[src/hw/rtl/wfss_div.sv]
`timescale 1ns / 1ps
module wfss_div #(
    parameter int FRAC = 16
) (
    input  logic            aclk,
    input  logic            aresetn,
    input  logic            start,
    input  logic [15:0]     divisor,
    output logic            done,
    output logic [FRAC:0]   quotient
);
    localparam int CW = $clog2(FRAC + 2);

    logic          busy_reg;
    logic [CW-1:0] cnt_reg;
    logic [16:0]   rem_reg;
    logic [16:0]   den_reg;
    logic [FRAC:0] q_reg;
    logic          done_reg;
    logic [16:0]   rem_sh;
    logic          ge;

    // numerator is 2^FRAC: only the first bit shifted in is one
    assign rem_sh = {rem_reg[15:0], (cnt_reg == '0)};
    assign ge     = (rem_sh >= den_reg);

    always_ff @(posedge aclk) begin
        if (!aresetn) begin
            busy_reg <= 1'b0;
            done_reg <= 1'b0;
            cnt_reg  <= '0;
        end else begin
            done_reg <= 1'b0;
            if (start) begin
                busy_reg <= 1'b1;
                cnt_reg  <= '0;
            end else if (busy_reg) begin
                cnt_reg <= cnt_reg + CW'(1);
                if (cnt_reg == CW'(FRAC)) begin
                    busy_reg <= 1'b0;
                    done_reg <= 1'b1;
                end
            end
        end
    end

    always_ff @(posedge aclk) begin
        if (start) begin
            rem_reg <= '0;
            den_reg <= {1'b0, divisor};
            q_reg   <= '0;
        end else if (busy_reg) begin
            rem_reg <= ge ? (rem_sh - den_reg) : rem_sh;
            q_reg   <= {q_reg[FRAC-1:0], ge};
        end
    end

    assign done     = done_reg;
    assign quotient = q_reg;

endmodule

[config.mk]
export PLATFORM = sky130hd
export DESIGN_NAME = wfss_div
export DESIGN_NICKNAME = d
export VERILOG_FILES = /design/src/hw/rtl/wfss_div.sv
export SDC_FILE = /design/constraint.sdc
export NUM_CORES = 1
export LEC_CHECK = 0
export BUFFER_PORTS_ARGS = -buffer_cell sky130_fd_sc_hd__buf_4
export CAP_MARGIN = 40
export CORE_UTILIZATION = 45
export DETAILED_ROUTE_END_ITERATION = 8
export GPL_TIMING_DRIVEN = 0
export SLEW_MARGIN = 20
export SYNTH_ARGS = -nofsm -noshare
export SYNTH_HDL_FRONTEND = slang
export SYNTH_SLANG_ARGS = --single-unit
[constraint.sdc]
create_clock -name aclk -period 2.85 [get_ports aclk]
set_input_delay 0.1425 -clock aclk [delete_from_list [all_inputs] [get_ports aclk]]
set_output_delay 0.1425 -clock aclk [all_outputs]
set_load 0.1 [all_outputs]
### After elaboration in Yosys (flattened, before gate mapping)

Index checks and enable logic that the tools add are counted.

* register bits: 56
* output and inout port bits: 18
* logic and storage cells: 20

* bitwise gates (word level): 2
* reduce and logical (&&, ||, !) cells: 3
* equal/unequal tests: 1
* $add $sub $neg: 2
* multiplexer cells: 5
* magnitude comparators: 1

Operator list (number)
* greater-or-equal comparator 17 x 16 -> 1 bit: 1
* 2-to-1 mux 16 bit: 1
* subtractor 16 bit: 1
* adder 5 x 1 -> 5 bit, second input constant: 1
* equality test 5 bit, second input constant: 1
* logical NOT 5 bit: 1
* 2-to-1 mux 1 bit: 4
* OR reduction 3 bit: 1
* inverter 1 bit: 2
* OR reduction 2 bit: 1

### Logic depth before layout (Yosys ltp)

Gate-level depths: netlist (run 1).

* depth after elaboration: 4
* depth in mapped cells: 11

### Least setup slack after synthesis (run 1)

Ideal clock, no wire load.

* path kind: flip-flop to flip-flop
* start point: reg cnt_reg[0]
* end point: reg rem_reg[10]
* cell stages (with the launch flop): 12
* setup slack: 0.556 ns
* setup time: 0.122 ns
* arrival time: 2.172 ns
* buffers on the path: 0
* cell sequence: dfxtp_1 inv_1 ha_1 nand3b_1 ha_1 fa_1 nand2b_1 a211o_1 a21oi_1 or3_1 o2111ai_1 o311a_1

* word-level cells in the longest chain between the ends: 3

RTL lines
* from (decl): RTL line 15 `logic [CW-1:0] cnt_reg;`
* from (signal assigned): RTL line 38 `cnt_reg <= cnt_reg + CW'(1);`
* logical NOT 5 bit *: RTL line 24 `assign rem_sh = {rem_reg[15:0], (cnt_reg == '0)};`
* subtractor 16 bit or greater-or-equal comparator 17 x 16 -> 1 bit (tied branches): RTL line 53, 25
* 2-to-1 mux 16 bit *: RTL line 53 `rem_reg <= ge ? (rem_sh - den_reg) : rem_sh;`
* to (signal assigned): RTL line 53
* to (decl): RTL line 16 `logic [16:0] rem_reg;`

Mark *: on every way between the ends. The rest lies on a longest branch, timed or not.
A chain may end at the register's enable or synchronous reset.

### Final worst setup path (run 1)

Ends and elaborated chain as after synthesis.

==> results of run 1 <==
==> synthesized netlist by cell type, drive strengths merged (3+ instances only) <==
cell	n
a311oi	10
mux2i	18
o21ai	16
nand2b	5
inv	23
xor2	4
a21oi	12
buf	8
a31oi	5
edfxtp	16
a211oi	6
nor3	5
xnor2	9
o41ai	3
ha	18
dfxtp	40
nand3	16
clkbuf	8
o211ai	6
nor2	44
nand2	19
a21o	4
nor4	3
nand4	5
and3	5
==> cell usage in the layout (no fill, tap or decap), drive strengths merged, types with 6 or more instances in the layout <==
| cell | instances |
|---|---|
| edfxtp | 16 |
| clkbuf | 14 |
| nand3 | 16 |
| o21ai | 16 |
| o211ai | 6 |
| a211oi | 6 |
| a311oi | 10 |
| mux2i | 18 |
| nand2 | 19 |
| ha | 18 |
| xnor2 | 9 |
| a21oi | 12 |
| dlygate4sd3 | 16 |
| dfxtp | 40 |
| inv | 25 |
| nor2 | 44 |
| buf | 44 |
==> kinds of logic (layout without fill, tap and decap cells) <==
kind of cell,after synthesis,after routing
flops,56,56
mux,19,19
simple gates,113,113
buf+inv,40,100
fa+ha+maj,19,19
xor+xnor,13,13
compound gates,78,78
==> path summary, 6_finish.rpt <==
path / depth (start not counted) / endpoint / start / slack (ns)
max: 11 / rem_reg[10] / cnt_reg[0] / 0.19
min: 2 / busy_reg / aresetn / 0.04
max reg2reg: 11 / rem_reg[10] / cnt_reg[0] / 0.19
min reg2reg: 2 / rem_reg[3] / rem_reg[3] / 0.52
==> critical path, cell delays in order (launching register included) <==
cell and delay, ns:
dfxtp_1 0.36, inv_1 0.06, ha_1 0.16, nand3b_1 0.11
ha_1 0.22, fa_1 0.40, nand2b_1 0.18, a211o_1 0.30
a21oi_1 0.28, or3_1 0.16, o2111ai_1 0.14, o311a_1 0.19
==> power by group <==
group,leakage (uW),switching [uW],internal [uW]
Sequential,0.000482,26.5,861
Clock,0.0000462,287,181
Combinational,0.00107,298,208
Total,0.00160,611,1250
==> timing repair <==
action / in CTS / in global routing
buffers inserted: 0 / 0
hold buffers: 16 / 0
endpoints found under the hold margin: 16 / 0
==> per-layer routing <==
metal  track usage  part of all wire
met1        0.2722              0.47
met2        0.3687              0.48
met3       0.03657             0.049
met4       0.05000            0.0073
met5             0                 0
==> final cells by class <==
type / instances / share of cell area
clock inverter: 2 / 0.004599
timing repair buffer: 52 / 0.1130
buffer: 17 / 0.02530
sequential: 56 / 0.3364
multi-input combinational: 242 / 0.4474
inverter: 23 / 0.02267
tap: 96 / 0.03154
clock buffer: 6 / 0.01905
==> metrics by stage <==
step	util	hold slack, ns	cell area, um^2	cells
2_1_floorplan	-	0.2414	3168	338
3_3_place_gp	0.5238	0.3210	3558	470
3_5_place_dp	0.5238	0.3218	3558	470
4_1_cts	0.5606	0.04133	3809	494
5_1_grt	0.5606	0.04206	3809	494
6_report	0.5606	0.04226	3809	494
==> key figures, run 1 <==
Global routing
  • Global-route wire length before repair: 12.27 mm
  • Total GRT Usage: 0.2115
  • Largest net degree at the start of global routing: 19
  • Initial antenna violation count: 0
  • Vias in the first global route: 2567
  • Gr ovfl total: 0

Cells and area
  • Number of flip-flops under the largest register name: 17
  • Multi-input combinational cell area: 1704 um^2
  • Fin nets: 435
  • Synthesis-to-layout area growth: 20.22%
  • Fillers: 637
  • Register area: 1281 um^2
  • ANT cells: 0
  • Layout cells sized above 1: 0.1658

Critical path
  • Crit Path Category: flop to flop
  • CP Launch Type: flop
  • Data required, critical path: 3.07 ns
  • Critical Path AT: 2.88 ns
  • CP Max Fanout: 4
  • Critical Path End Type: flop

Synth
  • Sequential share of the synthesized area: 0.4044
  • Ys async rst share: 0
  • Syn_nets: 376
  • Largest family of logic cells by synthesized area: compound AO/OA/AOI/OAI gates
  • FF+latch count, synth: 56
  • Post-Synth XOR/XNOR Area: 0.03594
  • Synth Area in Adders: 0.07741
  • Cell taking the most area after synthesis: dfxtp_1
  • Mux cell area share after synthesis: 0.06043
  • Compound-gate portion of the synthesized area: 0.1927
  • Post-synth EDFFs: 16
  • Ys Warns: 0
  • Unique masters post-synth: 58
  • Synth area leaders: dfxtp_1 25%, edfxtp_1 15%, ha_1 7.1%
  • Synthesized cell area: 3168 um^2
  • Yosys top cell area share: 0.2528
  • Syn Area/Cell: 9.373 um^2
  • Simple-gate share of the synthesized area: 0.1714
  • Cell count after synthesis: 338
  • Main synth FF type: dfxtp_1

Floorplan
  • Die Y: 85.91 um
  • Initial Util: 0.4663
  • Die width: 85.91 um
  • Area of the die: 7380 um^2
  • Rows: 30
  • CORE AREA: 6794 um^2
  • Number of I/O pins: 37

Routing
  • Routed vias/inst: 5.455
  • Drt wl/cell: 15.19 um
  • Drt pass-1 iters: 4
  • Initial DRC count: 163
  • Routed Antenna Nets: 0
  • WL final: 7.503 mm
  • DR DRC count: 0
  • Total vias in the final route: 2695

Timing
  • Final slew viol count: 0
  • F_max: 375.3 MHz
  • # setup viols final: 0
  • Slew margin rel.: 0.5595
  • Hold Fails Final Rpt: 0
  • RSZ-0062 raised after global routing: false
  • Final TNS setup: 0 ns
  • Setup Skew: 0.006901 ns
  • Slew @ Worst Pin: 0.6607 ns
  • Final WS setup: 0.1856 ns
  • Fin crit share: 0.9349
  • Minimum clock period: 2.664 ns

Status
  • Status: complete, no violations

CTS
  • Root Buffer Master: clkbuf_8
  • CTS H-tree depth: 2
  • Post-CTS sizing: 0
  • Clock Path Buffers: 2
  • Clk sinks: 56
  • CTS buffer count: 5
  • CTS tree: built
  • Worst-Skew Late Latency: 0.32 ns
  • Worst-path clk slew: 0.11 ns

Placement
  • PortBufs: 36
  • Final GP Congestion: 0.8546
  • Post-DP HPWL: 5.388 mm
  • Post-Place Worst Slack: 0.2278 ns

Pwr
  • Pwr Total: 1862 uW
  • Power per Cell Area: 488.8 nW/um^2
  • Lkg Pwr: 0.001602 uW
  • Max VDD drop: 0.0002258 V

Flow run
  • Max Cap Viol: 0

Worst hold path
  • Hold WC Path Type: input port to flop
Note: power is estimated with default switching activity, not from simulation.
==> inputs of run 2 (changes only) <==
--- a/config.mk
+++ b/config.mk
@@ -10,6 +10,7 @@
 export CORE_UTILIZATION = 45
 export DETAILED_ROUTE_END_ITERATION = 8
 export GPL_TIMING_DRIVEN = 0
+export MAX_ROUTING_LAYER = met4
 export SLEW_MARGIN = 20
 export SYNTH_ARGS = -nofsm -noshare
 export SYNTH_HDL_FRONTEND = slang
==> key figures, run 2 (synthesis gave the netlist of run 1 again) <==
Routing
  • Drt pass-1 iters: 4
  • Routed Antenna Nets: 0
  • WL final: 7.631 mm
  • Routed vias/inst: 5.435
  • Total vias in the final route: 2685
  • Drt wl/cell: 15.45 um
  • DR DRC count: 0
  • Initial DRC count: 125

Critical path
  • CP Launch Type: flop
  • Delay-heaviest family, CP: adder cells
  • Crit Path Category: flop to flop
  • Worst path max stage delay: 0.40 ns
  • Origin of the critical flop-to-flop path: cnt_reg[0]
  • Worst-path cell chain: inv_1, ha_1, nand3b_1, ha_1, fa_1, nand2b_1, a211o_1, a21oi_1, o21bai_1, xor2_1, o21ai_0
  • Reg2reg path depth: 11
  • Critical Path End: rem_reg[14]
  • Critical Path AT: 2.78 ns
  • Critical path's most frequent cell: ha_1
  • Buf+Inv Stages, Crit Path: 1
  • Slowest CP cell: fa_1
  • Critical Path End Type: flop
  • Critical path depth: 11
  • Worst R2R End: rem_reg[14]
  • Data required, critical path: 3.05 ns
  • CP Max Fanout: 4
  • Worst setup path start: cnt_reg[0]
  • R2R Setup Slk: 0.27 ns

Placement
  • PortBufs: 36
  • Post-DP HPWL: 5.416 mm
  • Final GP Congestion: 0.8398
  • Placed Area: 3558 um^2

Worst hold path
  • Hold WC Path Type: input port to flop
  • Hold path depth: 2

Cells and area
  • Commonest non-fill, non-tap cell in the layout: nor2_1
  • Synthesis-to-layout area growth: 20.34%
  • Commonest non-fill, non-tap cells in the layout: 43 x nor2_1, 40 x dfxtp_1, 38 x buf_4, 23 x inv_1, 19 x nand2_1
  • Layout cells sized above 1: 0.1683
  • Final Cell Area: 3812 um^2
  • ANT cells: 0
  • Fin nets: 435
  • Number of flip-flops under the largest register name: 17

Global routing
  • Initial antenna violation count: 0
  • Largest net degree at the start of global routing: 20
  • Vias in the first global route: 2658
  • Total GRT Usage: 0.2220
  • Gr ovfl total: 0
  • Global-route wire length before repair: 12.62 mm

Floorplan
  • Rows: 30
  • Initial Util: 0.4663
  • Die Y: 85.91 um
  • CORE AREA: 6794 um^2
  • Number of I/O pins: 37
  • Area of the die: 7380 um^2
  • Die width: 85.91 um

CTS
  • Worst-path clk slew: 0.11 ns
  • CTS tree: built
  • Worst-Skew Late Latency: 0.32 ns
  • CTS H-tree depth: 2
  • Clk sinks: 56
  • CTS buffer count: 5
  • Clock Path Buffers: 2
  • Postcts setup bufs: 0
  • # hold bufs at CTS: 16
  • Root Buffer Master: clkbuf_8
  • Post-CTS sizing: 0

Timing
  • Minimum clock period: 2.580 ns
  • Setup Skew: 0.01398 ns
  • # setup viols final: 0
  • F_max: 387.6 MHz
  • Slew @ Worst Pin: 0.6714 ns
  • Hold Fails Final Rpt: 0
  • Final slew viol count: 0
  • Fin crit share: 0.9054
  • RSZ-0062 raised after global routing: false
  • Final TNS setup: 0 ns
  • Slew margin rel.: 0.5524

Pwr
  • Pwr Total: 1873 uW
  • Lkg Pwr: 0.001603 uW
  • Power per Cell Area: 491.2 nW/um^2
  • Max VDD drop: 0.0003416 V

Flow run
  • Max Cap Viol: 0

Status
  • Status: complete, no violations
[run 2: cell types whose count changed in the layout (fill, tap and decap cells not counted), sizes merged]
cell	delta
clkbuf	-1
clkinvlp	+1
[run 2: where the power goes]
part / internal, uW / switching (uW) / leakage [uW]
Sequential: 861 / 25.7 / 0.000482
Combinational: 208 / 301 / 0.00107
Clock: 181 / 296 / 0.0000466
[run 2: metal layers]
| layer | part of all wire | global-route usage | up-vias |
|---|---|---|---|
| met5 | 0 | - | - |
| met3 | 0.035 | 0.03465 | 9 |
| met4 | 0.011 | 0.06818 | 0 |
| met1 | 0.48 | 0.2840 | 1276 |
| met2 | 0.48 | 0.3615 | 56 |
| li1 | - | - | 1344 |
[run 2: worst min path at each step]
stage,from,endpoint,slack (ns)
after floorplan,divisor[0],den_reg[0],0.24
after global placement,divisor[9],den_reg[9],0.32
after detailed placement,divisor[0],den_reg[0],0.32
after CTS,aresetn,busy_reg,0.05
after global routing,aresetn,busy_reg,0.06
final,aresetn,busy_reg,0.06
[run 2: worst register-to-register path, cell delays in order, from the launching register on]
cell and delay, ns:
dfxtp_1 0.36, inv_1 0.07, ha_1 0.17, nand3b_1 0.11, ha_1 0.22, fa_1 0.40, nand2b_1 0.19, a211o_1 0.29
a21oi_1 0.24, o21bai_1 0.14, xor2_1 0.18, o21ai_0 0.11
[run 2: cell type report]
cell class | instances | area (um^2)
clock buffer | 5 | 68.82
clock inverter | 3 | 25.02
sequential | 56 | 1281
timing repair buffer | 52 | 430.4
inverter | 23 | 86.33
fill | 651 | 2982
multi-input combinational | 242 | 1704
tap | 96 | 120.1
buffer | 17 | 96.34
[run 2: metrics by stage]
| step | hold slack [ns] | utilization | setup slack (ns) | instances |
|---|---|---|---|---|
| finish | 0.05518 | 0.5611 | 0.2697 | 494 |
| global route | 0.05751 | 0.5611 | 0.06395 | 494 |
| CTS | 0.05064 | 0.5611 | 0.2595 | 494 |
| detailed placement | 0.3221 | 0.5238 | 0.2911 | 470 |
| global placement | 0.3212 | 0.5238 | 0.3011 | 470 |
| floorplan | 0.2414 | - | 0.5563 | 338 |
==> inputs of run 3 (changes only) <==
--- a/config.mk
+++ b/config.mk
@@ -7,10 +7,11 @@
 export LEC_CHECK = 0
 export BUFFER_PORTS_ARGS = -buffer_cell sky130_fd_sc_hd__buf_4
 export CAP_MARGIN = 40
-export CORE_UTILIZATION = 45
+export CORE_UTILIZATION = 58
 export DETAILED_ROUTE_END_ITERATION = 8
 export GPL_TIMING_DRIVEN = 0
 export MAX_ROUTING_LAYER = met4
+export PLACE_DENSITY = 0.79
 export SLEW_MARGIN = 20
 export SYNTH_ARGS = -nofsm -noshare
 export SYNTH_HDL_FRONTEND = slang
==> key figures, run 3 (synthesis gave the netlist of run 1 again) <==
Timing
  • F_max: 383.2 MHz
  • # setup viols final: 0
  • Setup Skew: 0.008791 ns
  • Hold Fails Final Rpt: 0
  • Fin crit share: 0.9157
  • Slew margin rel.: 0.5407
  • Final slew viol count: 0
  • Slew @ Worst Pin: 0.6890 ns
  • RSZ-0062 raised after global routing: false
  • Final TNS setup: 0 ns
  • Minimum clock period: 2.610 ns

Flow run
  • Max Cap Viol: 0

Critical path
  • Critical Path End Type: flop
  • Data required, critical path: 3.06 ns
  • Reg2reg path depth: 11
  • CP Max Fanout: 4
  • CP Launch Type: flop
  • Worst R2R End: rem_reg[10]
  • Origin of the critical flop-to-flop path: cnt_reg[0]
  • Crit Path Category: flop to flop
  • R2R Setup Slk: 0.24 ns
  • Critical Path AT: 2.82 ns

Routing
  • DR DRC count: 0
  • Drt wl/cell: 15.53 um
  • Drt pass-1 iters: 4
  • Initial DRC count: 174
  • Routed vias/inst: 5.951
  • WL final: 7.268 mm
  • Routed Antenna Nets: 0
  • Total vias in the final route: 2785

Floorplan
  • Area of the die: 5762 um^2
  • Rows: 26
  • Initial Util: 0.6125
  • CORE AREA: 5172 um^2
  • Die width: 75.91 um
  • Die Y: 75.91 um
  • Number of I/O pins: 37

CTS
  • Post-CTS sizing: 0
  • Worst-path clk slew: 0.11 ns
  • Worst-Skew Late Latency: 0.32 ns
  • CTS H-tree depth: 2
  • Clock Path Buffers: 2
  • CTS buffer count: 5
  • CTS tree: built
  • Root Buffer Master: clkbuf_8
  • Clk sinks: 56

Cells and area
  • Synthesis-to-layout area growth: 19.83%
  • Commonest non-fill, non-tap cells in the layout: 43 x nor2_1, 40 x dfxtp_1, 38 x buf_4, 23 x inv_1, 19 x nand2_1
  • Fillers: 384
  • Final Cell Area: 3796 um^2
  • Commonest non-fill, non-tap cell in the layout: nor2_1
  • Number of flip-flops under the largest register name: 17
  • Final core utilization: 0.7339
  • Layout cells sized above 1: 0.1683
  • Fin nets: 435
  • ANT cells: 0

Pwr
  • Seq pwr share: 0.464
  • Switching Share: 0.3198
  • Max VDD drop: 0.0003729 V
  • Psw: 611.7 uW
  • Power per Cell Area: 503.9 nW/um^2
  • Internal power: 1301 uW
  • Logic pwr share: 0.264
  • Clk pwr share: 0.272
  • Lkg Pwr: 0.001614 uW

Worst hold path
  • WHS Endpoint: busy_reg
  • Hold path depth: 2
  • Hold WC Path Type: input port to flop
  • Hold Path Origin: aresetn

Global routing
  • Global-route wire length before repair: 12.41 mm
  • Total GRT Usage: 0.2762
  • Vias in the first global route: 2749
  • Largest net degree at the start of global routing: 19
  • Initial antenna violation count: 0
  • Gr ovfl total: 0

Placement
  • Final GP Congestion: 0.9166
  • Placed Area: 3526 um^2
  • Post-DP HPWL: 5.254 mm
  • PortBufs: 36

Status
  • Status: complete, no violations
-- run 3: worst max path at each step --
stage | startpoint | to | slack [ns]
after global placement | cnt_reg[0] | rem_reg[10] | 0.31
after global routing | cnt_reg[0] | rem_reg[10] | 0.08
after floorplan | cnt_reg[0] | rem_reg[10] | 0.56
after detailed placement | cnt_reg[0] | rem_reg[10] | 0.28
after CTS | cnt_reg[0] | rem_reg[10] | 0.24
final | cnt_reg[0] | rem_reg[10] | 0.24
-- run 3: cell type report --
class | count | area [um^2] | area share
Multi-Input combinational cell | 242 | 1704 | 0.4489
Sequential cell | 56 | 1281 | 0.3375
Timing Repair Buffer | 52 | 430.4 | 0.1134
Buffer | 17 | 96.34 | 0.02538
Clock buffer | 6 | 93.84 | 0.02472
Tap cell | 70 | 87.58 | 0.02307
Inverter | 23 | 86.33 | 0.02274
Clock inverter | 2 | 16.27 | 0.004285
-- run 3: power by group through the flow --
stage / clock, uW / sequential [uW] / combinational [uW]
2_1_floorplan: 0 / 911 / 358
4_1_cts: 525 / 887 / 499
3_5_place_dp: 0 / 905 / 480
6_report: 521 / 887 / 505
5_1_grt: 558 / 891 / 558
3_3_place_gp: 0 / 903 / 469
-- run 3: routing by layer --
metal  GRT usage  vias up  wire length (um)
met5           -        -                 0
met2      0.4482       86              3494
met4      0.1135        0               144
met3     0.04458       18               441
met1      0.3436     1328              3187
li1            -     1353                 -
-- run 3: timing repair --
item / CTS / global route
buffers inserted: 0 / 0
hold endpoints to repair: 14 / 2
hold buffers: 14 / 2
-- run 3: per-stage QoR --
stage | setup WS, ns | std cells | power (uW) | hold WS [ns]
2_1_floorplan | 0.5563 | 338 | 1268 | 0.2414
3_3_place_gp | 0.3112 | 444 | 1373 | 0.3203
3_5_place_dp | 0.2849 | 444 | 1385 | 0.3220
4_1_cts | 0.2435 | 466 | 1911 | 0.0009003
5_1_grt | 0.07536 | 468 | 2008 | 0.05928
6_report | 0.2403 | 468 | 1913 | 0.03716
-- run 3: worst max-delay path: stages (launching register included) --
cell and delay [ns]:
dfxtp_1 0.36, inv_1 0.07, ha_1 0.17, nand3b_1 0.11, ha_1 0.22, fa_1 0.40
nand2b_1 0.18, a211o_1 0.28, a21oi_1 0.24, or3_1 0.17, o2111ai_1 0.12, o311a_1 0.17
