==> config.mk <==
export PLATFORM = sky130hd
export DESIGN_NAME = wfss_cell
export DESIGN_NICKNAME = d
export VERILOG_FILES = /design/src/hw/rtl/wfss_pkg.sv /design/src/hw/rtl/wfss_cell.sv
export SDC_FILE = /design/constraint.sdc
export NUM_CORES = 1
export LEC_CHECK = 0
export BUFFER_PORTS_ARGS = -buffer_cell sky130_fd_sc_hd__buf_2
export CORE_MARGIN = 4
export CORE_UTILIZATION = 49
export DETAILED_ROUTE_END_ITERATION = 10
export PLACE_DENSITY = 0.93
export SYNTH_ARGS = -nofsm -noshare
export SYNTH_HDL_FRONTEND = slang
export SYNTH_SLANG_ARGS = --single-unit
==> constraint.sdc <==
create_clock -name aclk -period 2.5 [get_ports aclk]
set_input_delay 0.25 -clock aclk [delete_from_list [all_inputs] [get_ports aclk]]
set_output_delay 0.25 -clock aclk [all_outputs]
set_load 0.01 [all_outputs]
==> src/hw/rtl/wfss_pkg.sv <==
`timescale 1ns / 1ps
package wfss_pkg;

    localparam int TIME_W   = 48;
    localparam int IW_MAX_W = 25;

    localparam logic [2:0] MODE_SET_PRIO = 3'd0;
    localparam logic [2:0] MODE_ACTIVATE = 3'd1;
    localparam logic [2:0] MODE_PICK     = 3'd2;
    localparam logic [2:0] MODE_REPORT   = 3'd3;
    localparam logic [2:0] MODE_DEACT    = 3'd4;

    localparam logic [1:0] ST_GRANTED = 2'd0;
    localparam logic [1:0] ST_NODATA  = 2'd1;
    localparam logic [1:0] ST_ACK     = 2'd2;

    localparam logic [15:0] CAP_RESET = 16'd1200;

    // per-stream write request
    typedef struct packed {
        logic                  we_iw;
        logic                  we_vt;
        logic                  we_ft;
        logic [IW_MAX_W-1:0]   iw;
        logic [TIME_W-1:0]     vt;
        logic [TIME_W-1:0]     ft;
    } cell_wr_t;

    // running minimum passed along the chain
    typedef struct packed {
        logic              any;
        logic [TIME_W-1:0] ft;
    } cand_t;

endpackage

==> src/hw/rtl/wfss_cell.sv <==
`timescale 1ns / 1ps
module wfss_cell #(
    parameter int POS  = 0,
    parameter int IDXW = 4,
    parameter int IWW  = 17
) (
    input  logic                        aclk,
    input  logic                        aresetn,
    input  logic [IDXW-1:0]             wr_idx,
    input  wfss_pkg::cell_wr_t          wr,
    input  wfss_pkg::cand_t             cand_in,
    input  logic [IDXW-1:0]             idx_in,
    output wfss_pkg::cand_t             cand_out,
    output logic [IDXW-1:0]             idx_out,
    output logic [IWW-1:0]              iw,
    output logic [wfss_pkg::TIME_W-1:0] vt,
    output logic [wfss_pkg::TIME_W-1:0] ft
);
    import wfss_pkg::*;

    logic [IWW-1:0]    iw_reg;
    logic [TIME_W-1:0] vt_reg;
    logic [TIME_W-1:0] ft_reg;
    cand_t             cand_reg;
    logic [IDXW-1:0]   idx_reg;
    logic              hit;
    logic              take;

    assign hit  = (wr_idx == IDXW'(POS));
    assign take = (ft_reg != '0) && (!cand_in.any || ft_reg < cand_in.ft);

    always_ff @(posedge aclk) begin
        if (!aresetn) begin
            iw_reg <= IWW'(1) << (IWW - 1);
            vt_reg <= '0;
            ft_reg <= '0;
        end else if (hit) begin
            if (wr.we_iw) iw_reg <= wr.iw[IWW-1:0];
            if (wr.we_vt) vt_reg <= wr.vt;
            if (wr.we_ft) ft_reg <= wr.ft;
        end
    end

    // strict less keeps the lower index on a tie
    always_ff @(posedge aclk) begin
        if (take) begin
            cand_reg.any <= 1'b1;
            cand_reg.ft  <= ft_reg;
            idx_reg      <= IDXW'(POS);
        end else begin
            cand_reg <= cand_in;
            idx_reg  <= idx_in;
        end
    end

    assign cand_out = cand_reg;
    assign idx_out  = idx_reg;
    assign iw       = iw_reg;
    assign vt       = vt_reg;
    assign ft       = ft_reg;

endmodule

* Word level (Yosys, flattened, before mapping)
Index checks and enable logic that the tools add are counted.
** Operators by class
- $add $sub $neg :: 0
- Multipliers :: 0
- Div/mod/pow operators :: 0
- $lt $le $gt $ge :: 1
- Equality and inequality tests :: 0
- Shift operators :: 0
- Multiplexer cells :: 1
- Bitwise logic cells :: 0
- Reductions and logical operators :: 8
** Operator list (number)
- $lt A48 B48 Y1 :: 1
- $mux W48 :: 1
- $reduce_bool A48 Y1 :: 1
- $reduce_and A2 Y1 :: 3
- $logic_not A4 Y1 :: 1
- $logic_and A1 B1 Y1 :: 1
- $logic_not A1 Y1 :: 1
- $logic_or A1 B1 Y1 :: 1
** Storage, ports and cells
- Flip-flop bits (word level) :: 166
- Bits in latches :: 0
- RAM bits :: 0
- Memory bits (read-only) :: 0
- Input bits :: 183
- Output and inout port bits :: 166
- Logic and storage cells :: 16
- Memories :: 0

* Longest topological paths before layout
Gate-level depths: netlist (run 1).
- Depth after elaboration :: 4
- Mapped depth :: 10
- Mapped depth without buffers :: 8

* Least setup slack after synthesis (run 1)
No wires, ideal clock.
- Kind :: register -> register
- Start point :: register ft_reg[45], in the netlist ft[45]
- End point :: register cand_reg, in the netlist cand_out[39]
- Library setup time :: 95 ps
- Data arrival time :: 2208 ps
- Data required time :: 2405 ps
- Path slack :: 196 ps
- Stages on the path, launching flop included :: 10
- Path buffers :: 2
- Path through :: dfxtp_1 -> ha_1 -> a21o_1 -> a21o_1 -> a221o_1 -> a21oi_1 -> clkbuf_1 -> buf_2 -> nand4_1 -> o311ai_1
** On the way
- Longest elaborated chain between the ends :: 4
- Elaborated cells on any way between the ends :: 5
- Those cells by class :: 1 x order compare; 1 x mux; 3 x reduce/logical
** RTL lines
- start, declared :: RTL line wfss_cell.sv:23 : logic [TIME_W-1:0] ft_reg;
- start signal, assigned :: RTL line wfss_cell.sv:40 : if (wr.we_ft) ft_reg <= wr.ft;
- $lt A48 B48 Y1 :: RTL line wfss_cell.sv:30 : assign take = (ft_reg != '0) && (!cand_in.any || ft_reg < cand_in.ft);
- $logic_or A1 B1 Y1 :: RTL line wfss_cell.sv:30
- $logic_and A1 B1 Y1 * :: RTL line wfss_cell.sv:30
- $mux W48 * :: RTL line wfss_cell.sv:46 : if (take) begin
- end signal, assigned :: RTL line wfss_cell.sv:51 : cand_reg <= cand_in;
- end, declared :: RTL line wfss_cell.sv:24 : cand_t cand_reg;
Mark *: on every way between the ends. The rest lies on a longest branch, timed or not.
A chain may end at the register's enable or synchronous reset.

* Worst setup path after layout (run 1)
- Start point :: register ft_reg[23], in the netlist ft[23]
- End point :: register cand_reg, in the netlist cand_out[30]
The elaborated chain is that of the path after synthesis.

==> results.json, run 1 <==
{
  "drt_wl_total_um": 30520,
  "slew_headroom": 0.5783,
  "synthAdderAreaFrac": 0.07026,
  "drtPass1Iterations": 6,
  "synth_mux_area_frac": 0,
  "first_global_vias": 9212,
  "cts_buffers": 17,
  "num_rows": 47,
  "antenna_found_initial": 6,
  "core_area_um2": 16640,
  "synth_area_leader_cell": "dfxtp_1",
  "outcome": "complete, no violations",
  "cts_hold_buf": 0,
  "synth_top_family_by_area": "compound AO/OA/AOI/OAI gates",
  "yosysTopAreaCellShare": 0.3971,
  "crit_path_end_kind": "flip-flop",
  "timing_hold_violations_final": 0,
  "netlist_area_um2": 8369,
  "cts.sinks": 166,
  "power.leakage_nw": 5.316,
  "ir_worst_vdd_v": 0.0004422,
  "multi_input_area_um2": 4606,
  "dp_hpwl_um": 22580,
  "maxSlewViolCount": 0,
  "synthTopCellsByArea": "dfxtp_1 (40%), nand2_1 (11%), a21boi_0 (10%)",
  "ant_nets": 0,
  "pwr_density_cell_nw_per_um2": 587.4,
  "syn_inst": 982,
  "drt-vias-per-instance": 5.964,
  "synthSimpleGateAreaFrac": 0.1766,
  "synth_xor_xnor_area_share": 0,
  "start_util": 0.5029,
  "post_cts.repair.setup_buffers": 0,
  "die_area_um2": 19230,
  "io_buffers": 340,
  "grtUsageTotal": 0.3032,
  "fin_crit_ns": 2.466,
  "cts_buffer_depth": 2,
  "grt_pass1_wl_um": 47750,
  "yosysWarningCount": 0,
  "fin_nets": 1567,
  "final_area_um2": 11340,
  "die_width_um": 138.7,
  "insertion_delay_ns": 0.42,
  "crit_type": "reg -> reg",
  "dieHeight_um": 138.7,
  "largest_reg_flops": 49,
  "cts.clk_slew.worst_paths_ns": 0.07,
  "grt-ovfl-total": 0,
  "finClkSkew_ns": 0.008642,
  "synth-edff-count": 0,
  "worst_pin_slew_ns": 0.6326,
  "synth-seq-cells": 166,
  "nFillCells": 1251,
  "dpl.cell_count": 1538,
  "wl_per_cell_um": 19.43,
  "yosys.cell_count.top_type": "nand2_1",
  "routabilityCongestion": 0.8822,
  "cp.required_ns": 2.82,
  "ios": 349,
  "cts_tree": "yes",
  "grt_start_max_net_pins": 68,
  "startpoint_type": "flip-flop",
  "root_buffer": "clkbuf_16",
  "initialDrtViolationCount": 810,
  "setup_viol": 0,
  "synth-compound-area-share": 0.2900,
  "syn_avg_cell_area_um2": 8.523,
  "cts-htree-levels": 4,
  "cp.arrival_ns": 2.79,
  "syn_nets": 1212,
  "maxCapViolCount": 0,
  "yosys-top-cells-count": "nand2_1 (241), dfxtp_1 (166), a21boi_0 (114)",
  "async_flop_share": 0,
  "timing.final.crit_share": 0.9863,
  "place_area_um2": 10720,
  "fmax_mhz": 405.6,
  "area.growth.synth_to_final_pct": 35.55,
  "synth-main-ff-cell": "dfxtp_1",
  "drive_above_1_share": 0.3622,
  "worstHoldPathType": "in -> reg",
  "drc": 0,
  "yosysSeqAreaShare": 0.3971,
  "layout.area.seq_um2": 3323,
  "cp_max_fo": 29,
  "final_cells": 1571,
  "routed-via-count": 9370,
  "ys_types": 39
}
-- path summary, 6_finish.rpt --
kind	start	end	slack, ns	cells after the start
setup / recovery	ft[23]$_SDFFE_PN0P_	cand_out[30]$_DFF_P_	0.03	9
hold / removal	wr[112]	iw[16]$_SDFFE_PN1P_	0.03	3
setup reg to reg	ft[23]$_SDFFE_PN0P_	cand_out[30]$_DFF_P_	0.03	9
hold reg to reg	vt[43]$_SDFFE_PN0P_	vt[43]$_SDFFE_PN0P_	0.46	2
-- layer usage --
layer,global-route usage,up-vias,wire length (um)
met5,0,-,54
met4,0.1411,10,1443
met3,0.1038,126,3335
met2,0.5159,613,14870
met1,0.3431,4349,10820
li1,-,4272,-
-- where the power goes --
| part | internal [mW] | switching (mW) |
|---|---|---|
| Sequential | 2.83 | 0.0627 |
| Clock | 1.38 | 1.15 |
| Combinational | 0.571 | 0.680 |
-- cell usage in the layout, fill, tap and decap left out, drive strengths merged, types with 2 or more instances in the layout --
master    netlist  routed
a211o           2       2
a21boi        114     114
a21o            4       4
a21oi          22      22
a22o           47      47
a31oi          47      47
and2            4       4
and3            2       2
and4            3       3
buf            21     418
clkbuf         61      17
clkinv          0       7
clkinvlp        0       4
dfxtp         166     166
ha             47      47
inv            51      54
nand2         241     241
nand3           5       5
nand4          58      58
nor2            3       3
nor4           14      14
o21a            2       2
o21ai           9       9
o311ai         47      47
-- cells by family after synthesis --
| group | Yosys count |
|---|---|
| buf+inv | 133 |
| simple gates | 333 |
| fa+ha+maj | 47 |
| compound gates | 303 |
| flops | 166 |
-- critical path: stages, from the launching register on --
cell,delay [ns]
dfxtp_1,0.31
ha_1,0.30
a21oi_1,0.14
o21ai_0,0.14
a221oi_1,0.37
buf_4,0.19
a2bb2oi_4,0.16
buf_4,0.36
nand4_1,0.23
o311ai_2,0.15
-- layout make-up --
class	instances	share of cell area
tap	220	0.02426
clock buffer	17	0.03750
clock inverter	15	0.01136
sequential	166	0.2929
timing repair buffer	418	0.2108
multi-input combinational	683	0.4060
antenna	1	0.0002206
inverter	51	0.01698
-- repair_timing --
| action | in CTS | in global routing |
|---|---|---|
| gates resized for setup | 1 | 9 |
| pin swaps | 1 | 1 |
| endpoints found under the setup margin | 5 | 22 |
-- metrics by stage --
stage	setup TNS [ns]	utilization	hold WS (ns)	setup slack [ns]	power [mW]
2_1_floorplan	0	-	0.3741	0.1963	3.608
3_3_place_gp	-1.568	0.6444	0.4463	-0.07671	4.108
3_5_place_dp	-3.697	0.6444	0.4523	-0.1410	4.162
4_1_cts	0	0.6781	0.01331	0.02496	6.665
5_1_grt	-0.05788	0.6815	0.02877	-0.03861	6.928
6_report	0	0.6817	0.02913	0.03434	6.664
(Power assumes the default switching activity.)
==> run 2: changes to the inputs <==
--- a/config.mk
+++ b/config.mk
@@ -6,10 +6,13 @@
 export NUM_CORES = 1
 export LEC_CHECK = 0
 export BUFFER_PORTS_ARGS = -buffer_cell sky130_fd_sc_hd__buf_2
+export CELL_PAD_IN_SITES_DETAIL_PLACEMENT = 1
+export CELL_PAD_IN_SITES_GLOBAL_PLACEMENT = 2
 export CORE_MARGIN = 4
-export CORE_UTILIZATION = 49
+export CORE_UTILIZATION = 27
 export DETAILED_ROUTE_END_ITERATION = 10
 export PLACE_DENSITY = 0.93
+export RECOVER_POWER = 50
 export SYNTH_ARGS = -nofsm -noshare
 export SYNTH_HDL_FRONTEND = slang
 export SYNTH_SLANG_ARGS = --single-unit
==> run 2 against run 1 <==
  * Clock-buffer cell count grew 1
  * Non-clock buffer count is 2 higher
  * Sequential power is essentially flat
  * Worst setup slack better by 0.059 ns
==> results.json, run 2 (synthesized netlist as in run 1, its figures left out) <==
{
  "outcome": "complete, no violations",
  "maxCapViolCount": 0,
  "swShare": 0.2896,
  "power_mw": 7.044,
  "root_buffer": "clkbuf_16",
  "die_area_um2": 33880,
  "drt-vias-per-instance": 5.175,
  "die_width_um": 184.1,
  "fin_crit_ns": 2.406,
  "clock_power_share": 0.412,
  "cp_common_cell": "buf_4",
  "worst_pin_slew_ns": 1.103,
  "timing_hold_violations_final": 0,
  "cp_max_fo": 28,
  "cts_tree": "yes",
  "r2r_slack_ns": 0.09,
  "nFillCells": 3713,
  "start_util": 0.2736,
  "worstHoldPathType": "in -> reg",
  "cts_buffers": 17,
  "grt-ovfl-total": 0,
  "ir_worst_vdd_v": 0.0004132,
  "routed-via-count": 9046,
  "layout_commonest_cell": "nand2_1",
  "pwr-share-comb": 0.178,
  "fin_ws_ns": 0.09351,
  "final_util": 0.3773,
  "diodes": 0,
  "worstPathCellList": "ha_1, nand4_1, nor4_2, buf_4, buf_4, nand2_1, a2bb2oi_4, and2_2, buf_12, o311ai_1",
  "cts.clk_slew.worst_paths_ns": 0.08,
  "finClkSkew_ns": 0.01549,
  "slew_headroom": 0.2646,
  "insertion_delay_ns": 0.45,
  "initialDrtViolationCount": 394,
  "drtPass1Iterations": 4,
  "ios": 349,
  "startpoint_type": "flip-flop",
  "drt_wl_total_um": 35220,
  "pwr_density_cell_nw_per_um2": 610.4,
  "rr_endpoint": "cand_out[35]$_DFF_P_",
  "cts_buffer_depth": 2,
  "wl_per_cell_um": 20.15,
  "area.growth.synth_to_final_pct": 37.90,
  "fmax_mhz": 415.5,
  "maxSlewViolCount": 0,
  "timing.final.crit_share": 0.9626,
  "core_area_um2": 30590,
  "cp.required_ns": 2.85,
  "io_buffers": 340,
  "seqPwrFrac": 0.411,
  "power.leakage_nw": 4.888,
  "grt_start_max_net_pins": 68,
  "drive_above_1_share": 0.2766,
  "routabilityCongestion": 0.8011,
  "ant_nets": 0,
  "first_global_vias": 9451,
  "antenna_found_initial": 3,
  "cp-startpoint": "ft[45]$_SDFFE_PN0P_",
  "power.internal_mw": 5.004,
  "r2r_start": "ft[45]$_SDFFE_PN0P_",
  "p_switching_mw": 2.040,
  "crit_path_end_kind": "flip-flop",
  "cts-htree-levels": 4,
  "num_rows": 64,
  "endpoint": "cand_out[35]$_DFF_P_",
  "crit_type": "reg -> reg",
  "grt_pass1_wl_um": 52940,
  "dieHeight_um": 184.1,
  "grtUsageTotal": 0.1999,
  "setup_viol": 0,
  "rr_worst_depth": 10,
  "cts.sinks": 166,
  "cp.arrival_ns": 2.75,
  "critical-path-max-stage-delay_ns": 0.33,
  "fin_nets": 1569,
  "pre_cts_slack_ns": -0.09078,
  "final_cell_mix": "nand2_1 (240), buf_2 (222), dfxtp_1 (166)",
  "drc": 0,
  "slowest_stage": "dfxtp_1",
  "dp_hpwl_um": 25420,
  "largest_reg_flops": 49,
  "rsz0062_at_grt": "yes"
}
run 2: cell type report:
type                    count  area, um^2  area share
clock inverters            14       187.7     0.01626
flip-flops and latches    166        3323      0.2879
multi-input cells         683        4641      0.4021
repair buffers            420        2262      0.1960
well taps                 396       495.5     0.04293
clock buffers              18       439.2     0.03805
inverters                  51       192.7     0.01670
run 2: worst min path at each step:
stage	startpoint	end	slack, ns	cells after the start
final	idx_in[1]	idx_out[1]$_SDFF_PP0_	0.03	3
after global routing	idx_in[0]	idx_out[0]$_SDFF_PP0_	0.02	3
after CTS	idx_in[1]	idx_out[1]$_SDFF_PP0_	0.004	3
after detailed placement	vt[45]$_SDFFE_PN0P_	vt[45]$_SDFFE_PN0P_	0.46	2
after global placement	iw[16]$_SDFFE_PN1P_	iw[16]$_SDFFE_PN1P_	0.44	2
after floorplan	wr[112]	iw[16]$_SDFFE_PN1P_	0.37	2
run 2: power by group through the flow:
stage               combinational (mW)  sequential [mW]  clock (mW)
floorplan                        0.569             3.04           0
global placement                  1.23             2.95           0
detailed placement                1.28             2.95           0
CTS                               1.29             2.89        2.99
global route                      1.37             2.91        3.09
finish                            1.25             2.89        2.90
run 2: timing repair:
item	in CTS	in global routing
hold endpoints to repair	1	0
hold buffers	1	0
resized for setup	0	14
setup endpoints to repair	0	51
buffers inserted	0	3
run 2: through the flow:
step | cell area, um^2 | hold WS [ns] | std cells | setup TNS [ns]
floorplan | 8369 | 0.3741 | 982 | 0
global placement | 10960 | 0.4447 | 1712 | -2.331
detailed placement | 10960 | 0.4555 | 1712 | -2.374
CTS | 11600 | 0.003530 | 1745 | 0
global route | 11540 | 0.01962 | 1748 | -0.4701
finish | 11540 | 0.02869 | 1748 | 0
run 2: routing by layer:
layer / wire (um) / share of wire / track usage / vias up
li1: - / - / - / 4272
met1: 13830 / 0.39 / 0.2291 / 4387
met2: 17900 / 0.51 / 0.3552 / 332
met3: 2805 / 0.080 / 0.06628 / 49
met4: 654 / 0.019 / 0.05590 / 6
met5: 34 / 0.00097 / 0 / -
run 2: worst max-delay path: cells and delay by family (launching register included):
family | cells | cell delay (ns)
and+or+nand+nor | 4 | 0.76
buffers and inverters | 3 | 0.46
AOI/OAI and AO/OA | 2 | 0.43
DFF | 1 | 0.33
adders and majority gates | 1 | 0.31
==> run 3: changes to the inputs <==
==> constraint.sdc (replaced) <==
create_clock -name aclk -period 2.5 [get_ports aclk]
set_input_delay 0.25 -clock aclk [delete_from_list [all_inputs] [get_ports aclk]]
set_output_delay 0.25 -clock aclk [all_outputs]
set_load 0.1 [all_outputs]
==> run 3 against run 2 <==
  * Power rose by 16%
  * Highest routed layer unchanged
  * Largest cell class unchanged
  * Global-route usage rose by 0.30 points
  * Hold slack improved by 0.018 ns
  * Die area did not move
  * Clock power fell by 3%
  * Register-to-register slack improved by 0.06 ns
  * Sequential power barely moved
  * Fmax rose by 2.6%
  * Flip-flop and latch count did not move
  * First-iteration DRC count fell by 21%
  * Worst setup slack improved by 0.061 ns
  * Combinational power rose by 99%
==> results.json, run 3 (synthesized netlist as in run 1, its figures left out) <==
{
  "outcome": "complete, no violations",
  "fin_nets": 1559,
  "fmax_mhz": 426.3,
  "grt-ovfl-total": 0,
  "setup_viol": 0,
  "root_buffer": "clkbuf_16",
  "cts_buffers": 17,
  "cts.sinks": 166,
  "place_area_um2": 11040,
  "min_from": "wr[5]",
  "initialDrtViolationCount": 310,
  "worstPathCellList": "ha_1, buf_4, a21oi_1, o21ai_1, a221o_1, a21o_4, buf_12, a31oi_2, o311ai_2",
  "cp.arrival_ns": 2.65,
  "ir_worst_vdd_v": 0.0004416,
  "slowest_stage": "a221o_1",
  "drive_above_1_share": 0.3502,
  "area.growth.synth_to_final_pct": 40.10,
  "timing.final.crit_share": 0.9384,
  "r2r_start": "ft[43]$_SDFFE_PN0P_",
  "dieHeight_um": 184.1,
  "start_util": 0.2736,
  "io_buffers": 340,
  "worst_pin_slew_ns": 1.304,
  "core_area_um2": 30590,
  "pwr_density_cell_nw_per_um2": 698.1,
  "fin_crit_ns": 2.346,
  "grtUsageTotal": 0.2028,
  "cp-startpoint": "ft[43]$_SDFFE_PN0P_",
  "cts_buffer_depth": 2,
  "worst-path-buf-inv": 2,
  "critical-path-max-stage-delay_ns": 0.39,
  "cts_tree": "yes",
  "routed-via-count": 9068,
  "totalNegativeSetupSlack_ns": 0,
  "cp_max_fo": 30,
  "grt_start_max_net_pins": 96,
  "first_global_vias": 9590,
  "rsz0062_at_grt": "no",
  "insertion_delay_ns": 0.44,
  "maxCapViolCount": 0,
  "drc": 0,
  "finClkSkew_ns": 0.01428,
  "antenna_found_initial": 9,
  "power.leakage_nw": 5.125,
  "cp.required_ns": 2.80,
  "startpoint_type": "flip-flop",
  "crit_type": "reg -> reg",
  "drt-vias-per-instance": 5.209,
  "timing_hold_violations_final": 0,
  "routabilityCongestion": 0.8311,
  "worstHoldPathType": "in -> reg",
  "drtPass1Iterations": 6,
  "drt_wl_total_um": 35730,
  "final_area_um2": 11730,
  "slew_headroom": 0.1343,
  "r2r_slack_ns": 0.15,
  "final_cell_mix": "buf_2 (279), nand2_1 (240), dfxtp_1 (120)",
  "cp_top_family": "compound AO/OA/AOI/OAI gates",
  "die_area_um2": 33880,
  "cts-htree-levels": 4,
  "cts.clk_slew.worst_paths_ns": 0.07,
  "num_rows": 64,
  "die_width_um": 184.1,
  "wl_per_cell_um": 20.52,
  "crit_path_end_kind": "flip-flop",
  "grt_pass1_wl_um": 53860,
  "largest_reg_flops": 49,
  "maxSlewViolCount": 0,
  "layout_commonest_cell": "buf_2",
  "ant_nets": 0,
  "dp_hpwl_um": 26300,
  "ios": 349
}
==> run 3: cell types whose count changed in the layout (fill, tap and decap cells not counted), sizes merged <==
cell / previous run / this run
clkinv: 5 / 9
buf: 298 / 345
clkinvlp: 1 / 0
clkbuf: 139 / 84
inv: 56 / 51
diode: 0 / 3
==> run 3: power breakdown <==
part / internal, mW / total (mW) / switching (mW)
registers: 2.81 / 2.89 / 0.0736
logic: 0.563 / 2.49 / 1.93
clock network: 1.63 / 2.80 / 1.18
==> run 3: layout make-up <==
| class | count | area [um^2] |
|---|---|---|
| clock buffers | 20 | 456.7 |
| diodes | 3 | 7.507 |
| multi-input cells | 683 | 4661 |
| fillers | 3717 | 18860 |
| inverters | 51 | 192.7 |
| well taps | 396 | 495.5 |
| flip-flops and latches | 166 | 3421 |
| clock inverters | 12 | 151.4 |
| repair buffers | 410 | 2340 |
==> run 3: tightest hold or removal path: cells and delay by family <==
family          cells  cell delay [ns]
buf+inv             1             0.09
compound gates      1             0.06
simple gates        1             0.04
==> run 3: per-layer routing <==
| layer | wire length, um | GRT usage | vias up |
|---|---|---|---|
| li1 | - | - | 4278 |
| met5 | 71 | 0 | - |
| met1 | 14770 | 0.2435 | 4396 |
| met2 | 17090 | 0.3406 | 340 |
| met4 | 648 | 0.06566 | 12 |
| met3 | 3145 | 0.07024 | 42 |
==> run 3: through the flow <==
stage	power, mW	setup slack (ns)	hold slack [ns]	utilization	cells
global placement	5.406	-0.02655	0.4468	0.3608	1703
detailed placement	5.450	-0.1032	0.4569	0.3608	1703
global route	8.515	0.001667	0.02546	0.3832	1740
floorplan	4.818	0.01053	0.3741	-	982
finish	8.185	0.1541	0.04673	0.3833	1741
CTS	8.285	0.01916	0.01365	0.3815	1736
==> run 3: what timing repair did <==
| action | CTS | global route |
|---|---|---|
| gates cloned | 0 | 1 |
| hold endpoints to repair | 1 | 0 |
| endpoints found under the setup margin | 5 | 52 |
| pin swaps | 0 | 3 |
| hold buffers | 1 | 0 |
| gates resized for setup | 2 | 19 |
| setup buffers | 0 | 1 |
==> run 3: path summary, 6_finish.rpt <==
| path | to | cells past startpoint |
|---|---|---|
| max | cand_out[15]$_DFF_P_ | 9 |
| min | ft[5]$_SDFFE_PN0P_ | 3 |
| max reg2reg | cand_out[15]$_DFF_P_ | 9 |
| min reg2reg | iw[14]$_SDFFE_PN0P_ | 2 |
